[src/mdfs_pkg.sv]
// Shared types and constants for the maze walk step unit.
package mdfs_pkg;
	localparam int MaxRooms = 128;
	localparam int MaxDoors = 512;
	localparam int StackDepth = 128;
	localparam int RoomW = 8;
	localparam int DoorW = 9;
	localparam int CountW = 8;

	localparam logic [1:0] OP_LOAD = 2'd0;
	localparam logic [1:0] OP_START = 2'd1;
	localparam logic [1:0] OP_STEP = 2'd2;

	typedef struct packed {
		logic load;       // write door entry
		logic start;      // start walk
		logic clr_step;   // clear list, reset scan
		logic scan1_en;   // first scan active (issue reads)
		logic div_start;  // begin remainder
		logic pick;       // read chosen neighbour
		logic scan2_en;   // second scan active
		logic push;
		logic pop_rd;     // issue stack read
		logic pop_fin;    // apply popped room
		logic move;       // take chosen room
		logic finish;
		logic clear_res;  // clear result flags
		logic capture;    // load the output register
	} mdfs_cmd_t;

	typedef struct packed {
		logic scan_done;
		logic match2;
		logic div_done;
		logic [CountW:0] count;
		logic active;
		logic stack_empty;
		logic stack_at_max;
	} mdfs_sts_t;
endpackage

[src/mdfs_ctrl.sv]
// Controller: sequences load, start and step requests.
module mdfs_ctrl import mdfs_pkg::*; (
	input  logic       clk,
	input  logic       arst_n,
	input  logic       in_valid,
	output logic       in_ready,
	input  logic [1:0] op,
	input  mdfs_sts_t  sts,
	output mdfs_cmd_t  cmd,
	output logic       out_valid,
	input  logic       out_ready
);
	typedef enum logic [3:0] {
		S_IDLE, S_SDIV, S_SCAN1, S_DIV, S_PICK_A, S_PICK_B, S_SCAN2,
		S_POP, S_POPW, S_OUT
	} state_t;
	state_t state_q;
	logic out_valid_q;

	logic acc, out_free;
	assign in_ready = state_q == S_IDLE;
	assign acc = in_valid && in_ready;
	assign out_valid = out_valid_q;
	assign out_free = !out_valid_q || out_ready;

	always_comb begin
		cmd = '0;
		unique case (state_q)
			S_IDLE: begin
				if (acc) begin
					cmd.clear_res = 1'b1;
					cmd.load = op == OP_LOAD;
					cmd.clr_step = op == OP_STEP;
					cmd.div_start = op == OP_START;
				end
			end
			S_SDIV: cmd.start = sts.div_done;
			S_SCAN1: begin
				cmd.scan1_en = 1'b1;
				if (sts.scan_done) begin
					cmd.div_start = sts.count > 9'd1;
					cmd.push = sts.count > 9'd1;
					cmd.pop_rd = sts.count == '0 && !sts.stack_empty;
					cmd.finish = sts.count == '0 && sts.stack_empty;
				end
			end
			S_DIV: ;
			S_PICK_A: ;
			// rewind the scan for the door search
			S_PICK_B: begin
				cmd.pick = 1'b1;
				cmd.clr_step = 1'b1;
			end
			S_SCAN2: begin
				cmd.scan2_en = 1'b1;
				cmd.move = sts.scan_done;
			end
			S_POP: ;
			S_POPW: cmd.pop_fin = 1'b1;
			S_OUT: cmd.capture = out_free;
			default: ;
		endcase
	end

	always_ff @(posedge clk or negedge arst_n) begin
		if (!arst_n) begin
			state_q <= S_IDLE;
			out_valid_q <= 1'b0;
		end else begin
			if (out_free) out_valid_q <= state_q == S_OUT;
			unique case (state_q)
				S_IDLE: begin
					if (acc) begin
						if (op == OP_START) state_q <= S_SDIV;
						else if (op == OP_STEP && sts.active) state_q <= S_SCAN1;
						else state_q <= S_OUT;
					end
				end
				S_SDIV: if (sts.div_done) state_q <= S_OUT;
				S_SCAN1: begin
					if (sts.scan_done) begin
						if (sts.count > 9'd1) state_q <= S_DIV;
						else if (sts.count == 9'd1) state_q <= S_PICK_A;
						else if (!sts.stack_empty) state_q <= S_POP;
						else state_q <= S_OUT;
					end
				end
				S_DIV: if (sts.div_done) state_q <= S_PICK_A;
				S_PICK_A: state_q <= S_PICK_B;
				S_PICK_B: state_q <= S_SCAN2;
				S_SCAN2: if (sts.scan_done) state_q <= S_OUT;
				S_POP: state_q <= S_POPW;
				S_POPW: state_q <= S_OUT;
				S_OUT: if (out_free) state_q <= S_IDLE;
				default: state_q <= S_IDLE;
			endcase
		end
	end
endmodule

[config.mk]
export PLATFORM = sky130hd
export DESIGN_NAME = mdfs_ctrl
export DESIGN_NICKNAME = d
export VERILOG_FILES = /design/src/mdfs_pkg.sv /design/src/mdfs_ctrl.sv
export SDC_FILE = /design/constraint.sdc
export NUM_CORES = 1
export LEC_CHECK = 0
export BUFFER_PORTS_ARGS = -buffer_cell sky130_fd_sc_hd__buf_2
export CAP_MARGIN = 20
export CORE_MARGIN = 3
export CORE_UTILIZATION = 37
export CTS_BUF_LIST = sky130_fd_sc_hd__clkbuf_8 sky130_fd_sc_hd__clkbuf_16
export DETAILED_ROUTE_END_ITERATION = 12
export GPL_TIMING_DRIVEN = 1
export PLACE_DENSITY = 0.74
export SYNTH_ARGS = -nofsm -noshare
export SYNTH_HDL_FRONTEND = slang
export SYNTH_SLANG_ARGS = --single-unit
[constraint.sdc]
create_clock -name clk -period 1.9 [get_ports clk]
set_clock_uncertainty 0.1 [all_clocks]
set_input_delay 0.285 -clock clk [delete_from_list [all_inputs] [get_ports clk]]
set_output_delay 0.285 -clock clk [all_outputs]
set_load 0.02 [all_outputs]
# --- Yosys cells after proc, flatten, opt, wreduce, memory -nomap -nowiden ---
# Index checks and enable logic that the tools add are counted.
word_totals:
  elab_cells: 64
  in_bits: 21
  output_inout_bits: 16
  reg_bits: 5
op_classes:
  reduce_logical: 11
  muxes: 32
  magnitude_cmp: 1
  eq_ne: 18
ops:
  columns: ["op", "count"]
  rows:
  - ["4-bit 2-to-1 mux", 11]
  - ["4-bit case mux with 10 select lines", 1]
  - ["4-bit by 3-bit == test with 1-bit output, second input constant", 4]
  - ["1-bit 2-to-1 mux", 16]
  - ["2-bit != test, second input constant", 5]
  - ["9-bit by 1-bit == test with 1-bit output, second input constant", 1]
  - ["9-bit by 1-bit > comparator with 1-bit output, second input constant", 1]
  - ["9-bit logical NOT", 1]
  - ["4-bit by 2-bit == test with 1-bit output, second input constant", 2]
  - ["4-bit == test, second input constant", 2]
  - ["6-bit AND reduction", 1]
  - ["4-bit by 1-bit == test with 1-bit output, second input constant", 1]
  - ["1-bit logical AND", 4]
  - ["4-bit logical NOT", 1]
  - ["2-bit 2-to-1 mux", 2]
  - ["1-bit case mux with 2 select lines", 2]
  - ["2-bit by 1-bit == test with 1-bit output, second input constant", 1]
  - ["2-bit == test, second input constant", 1]
  - ["1-bit logical NOT", 2]
  - ["2-bit logical NOT", 1]
  - ["2-bit by 1-bit != test with 1-bit output, second input constant", 1]
  - ["1-bit logical OR", 1]

# --- Logic depth before layout (Yosys ltp) ---
logic_depth:
  ltp_word: 6
  ltp_mapped: 5
  ltp_nobuf: 4

# --- Least setup slack after synthesis ---
# OpenSTA, ideal clock, no wires.
synth_path:
  path_type: "reg-to-output"
  start: "register state_q[2]"
  end: "output cmd[11] in the netlist's numbering"
  path_slack_ps: -502
  required_ps: 1515
  path_buffers: 0
  arrival_time_ps: 2017
  stages_incl_launch_ff: 4
  cell_sequence: "dfrtp_1 -> nor4_1 -> nand2_1 -> o32ai_1"
synth_rtl:
  columns: ["item", "line_no", "source"]
  rows:
  - ["start: declaration", "mdfs_ctrl.sv:17", "state_t state_q;"]
  - ["start signal: assignment", "mdfs_ctrl.sv:67", "state_q <= S_IDLE;"]
  - ["start signal: assignment", "mdfs_ctrl.sv:74", "if (op == OP_START) state_q <= S_SDIV;"]
  - ["start signal: assignment", "mdfs_ctrl.sv:75", "else if (op == OP_STEP && sts.active) state_q <= S_SCAN1;"]
  - ["end: declaration", "mdfs_ctrl.sv:9", "output mdfs_cmd_t cmd,"]

==> flow_metrics.py <==
metrics = {
    "clock_network": {
        "clock-sinks": 5,
        "clock-root-buffer": "clkbuf_8",
        "clk_pin_slew_ps": 30,
        "cts_tree": "done",
        "clkLatencyLatePin_ps": 220,
        "cts_made_buffers": 3,
        "clockBufferDepth": 2,
        "h-tree-depth": 1,
    },
    "worst_setup_path": {
        "slowest_stage": "or4b_4",
        "endpoint": "cmd[9]",
        "arrival_ps": 1740,
        "required_ps": 1510,
        "endpoint_kind": "output port",
        "cp_max_fo": 4,
        "startpoint_type": "register",
        "cpPeakStageDelay_ps": 550,
        "path_common_cell": "buf_6",
        "rrSetupSlack_ps": -180,
        "r2r_cells": 4,
        "crit_buf_inv": 3,
        "startpoint": "state_q[2]",
        "critical_path_class": "reg -> out",
        "worstSetupPathDepth": 6,
        "r2r_start": "state_q[2]",
        "reg2reg_to": "state_q[3]",
        "crit_family": "simple AND/OR/NAND/NOR gates",
        "path_cells": "or4b_4, buf_6, inv_6, and3_4, a31o_4, buf_6",
    },
    "grt": {
        "grt_pass1_wl_mm": 2.953,
        "grt_pass1_vias": 723,
        "antenna_found_initial": 0,
        "grt_max_degree": 16,
        "gr-total-overflow": 0,
        "track_usage_pct": 19.53,
    },
    "detailed_routing": {
        "first_pass_iters": 4,
        "antenna_left": 0,
        "via_per_inst": 5.736,
        "routedWlPerCell_microns": 15.40,
        "via_count": 826,
        "dr.first_iter.drc_count": 23,
        "drc": 0,
        "wl_mm": 2.217,
    },
    "placement": {
        "place_congestion": 0.7976,
        "place_area_sq_um": 882.1,
        "port_buffers": 34,
        "dp_cells": 130,
        "hpwl_mm": 1.371,
    },
    "cells_and_area": {
        "stdcell_area_sq_um": 1157,
        "syn_to_final_growth_pct": 102.4,
        "antenna_cells": 0,
        "final_core_util_pct": 84.71,
        "drive_gt1_share_pct": 65.12,
        "fin_nets": 151,
        "finalNonFillerCells": 144,
    },
    "die": {
        "core_sq_um": 1366,
        "die_area_sq_um": 2053,
        "die_y_microns": 45.31,
        "start_util_pct": 41.85,
        "die_x_microns": 45.31,
        "pin_count": 37,
        "rows": 13,
    },
    "sta": {
        "tightest_slew_ps": 382.9,
        "max_slew_margin_pct": 74.11,
        "fin_crit_ps": 2123,
        "finalMaxSlewViolations": 0,
        "rsz0062_at_grt": "true",
        "post-route-period-util_pct": 111.7,
        "finalSetupViolCount": 8,
        "finalHoldViolations": 0,
        "hold_slack_ps": 313.0,
        "fmax_ghz": 0.4711,
        "setup_slack_ps": -222.7,
    },
    "yosys": {
        "syn_inst": 75,
        "syn_area_sq_um": 571.8,
        "synth.distinct_cells": 37,
        "synth.top_cell.area_share_pct": 21.88,
        "ys_warn_count": 0,
        "synth_area_leaders": "dfrtp_1 (22%), nand2b_1 (7.7%), o21ai_0 (4.4%)",
        "ys_seq_area_share_pct": 21.88,
        "avgSynthCellArea_sq_um": 7.624,
        "synth_nets": 96,
        "synth_area_leader_cell": "dfrtp_1",
        "ys_seq_elements": 5,
    },
    "pwr": {
        "ir_worst_vdd_v": 0.0009964,
        "leakagePower_nw": 0.5433,
        "pwr_density_cell_nw_per_um2": 1193,
        "total_power_mw": 1.381,
    },
    "status": {
        "run_status": "finished, violations left",
        "violations": "negative setup slack",
    },
    "run": {
        "maxCapViolCount": 0,
    },
    "worst_hold_path": {
        "hp-class": "in -> async",
    },
}
==> cells by family (layout without fill, tap and decap cells) <==
family / after synthesis / after routing / synth area share, %
flip-flops: 5 / 5 / 21.88
AND/OR/NAND/NOR: 40 / 40 / 42.89
XOR/XNOR: 1 / 1 / 1.532
multiplexers: 1 / 1 / 1.751
AO/OA/AOI/OAI: 20 / 20 / 26.70
buffers and inverters: 8 / 62 / 5.250
==> cell usage after synthesis <==
master    instances
a22oi_1           1
nor3_1            4
o21ai_0           5
xor2_1            1
o211ai_2          1
nor4_1            1
a211o_1           1
or3b_2            2
and3_1            1
or4b_1            1
or4_1             3
o31a_1            1
a31o_2            2
buf_1             1
nand2_1           3
mux2i_1           1
and2_1            1
or3_1             3
nand2b_1          7
or2_2             1
o32ai_1           1
o32a_1            1
a21oi_1           2
nor4bb_1          1
nor4b_1           2
dfrtp_1           5
o41ai_1           1
clkbuf_1          3
nand3_1           1
inv_1             4
nor2b_1           1
o21bai_1          1
nor3b_1           2
a2111o_1          1
nor2_1            6
a31oi_1           1
a222oi_1          1
==> repair_timing <==
action	CTS	global route
endpoints found under the setup margin	12	15
buffers inserted	4	7
hold buffers	1	0
hold endpoints to repair	5	0
pin swaps	4	3
resized for setup	23	13
==> how the worst min path moves through the flow <==
| stage | from | end | slack (ps) | cells past startpoint |
|---|---|---|---|---|
| after CTS | arst_n | out_valid | 300 | 2 |
| after global placement | arst_n | out_valid | -3 | 1 |
| after global routing | arst_n | out_valid | 330 | 2 |
| final | arst_n | out_valid | 310 | 2 |
| after floorplan | arst_n | out_valid | -110 | 0 |
| after detailed placement | arst_n | out_valid | -0.4 | 1 |
==> per-stage QoR <==
| step | TNS, ps | setup WS, ps |
|---|---|---|
| global route | -1611 | -248.3 |
| detailed placement | -1173 | -258.2 |
| finish | -1144 | -222.7 |
| global placement | -1104 | -255.6 |
| floorplan | -474.7 | -136.3 |
| CTS | -1044 | -218.1 |
==> flip-flops by register name, summed over array words and instances, names as in the netlist <==
| signal | cells |
|---|---|
| out_valid | 1 |
| state_q | 4 |
==> final cells by class <==
| type | instances | area (sq um) |
|---|---|---|
| multi-input combinational | 62 | 578.1 |
| timing repair buffer | 54 | 370.4 |
| fill | 72 | 209.0 |
| sequential | 5 | 125.1 |
| clock buffer | 3 | 41.29 |
| inverter | 4 | 20.02 |
| tap | 15 | 18.77 |
| clock inverter | 1 | 3.754 |
==> cells in the final DEF, fill, tap and decap left out, types with 2 or more instances in the layout <==
master,netlist,routed
buf_2,0,27
buf_4,0,18
buf_6,0,8
o21ai_0,5,5
dfrtp_1,5,5
nor2_1,6,4
inv_1,4,4
nand2b_1,7,4
clkbuf_8,0,3
nand2b_4,0,2
or4_4,0,2
or3_1,3,2
nand2_1,3,2
nor3_1,4,2
==> worst reg2reg max path, cell delays in order, from the launching register on <==
cell	delay, ps
dfrtp_1	370
or4b_4	550
or4_4	530
a2111o_1	390
o211ai_2	70
==> metal layers <==
metal	track usage (%)	vias to the layer above	share of wire, %
met3	3.586	2	5.1
met2	33.05	37	55
met5	0	-	0
met4	12.87	0	0.77
li1	-	395	-
met1	22.03	392	39
==> power breakdown <==
part | switching, mW | internal (mW) | total, mW | leakage (nW)
Combinational | 0.542 | 0.477 | 1.02 | 0.452
Clock | 0.0504 | 0.138 | 0.189 | 0.0269
Sequential | 0.0238 | 0.150 | 0.173 | 0.0648
Power figures use the tool's default switching activity.
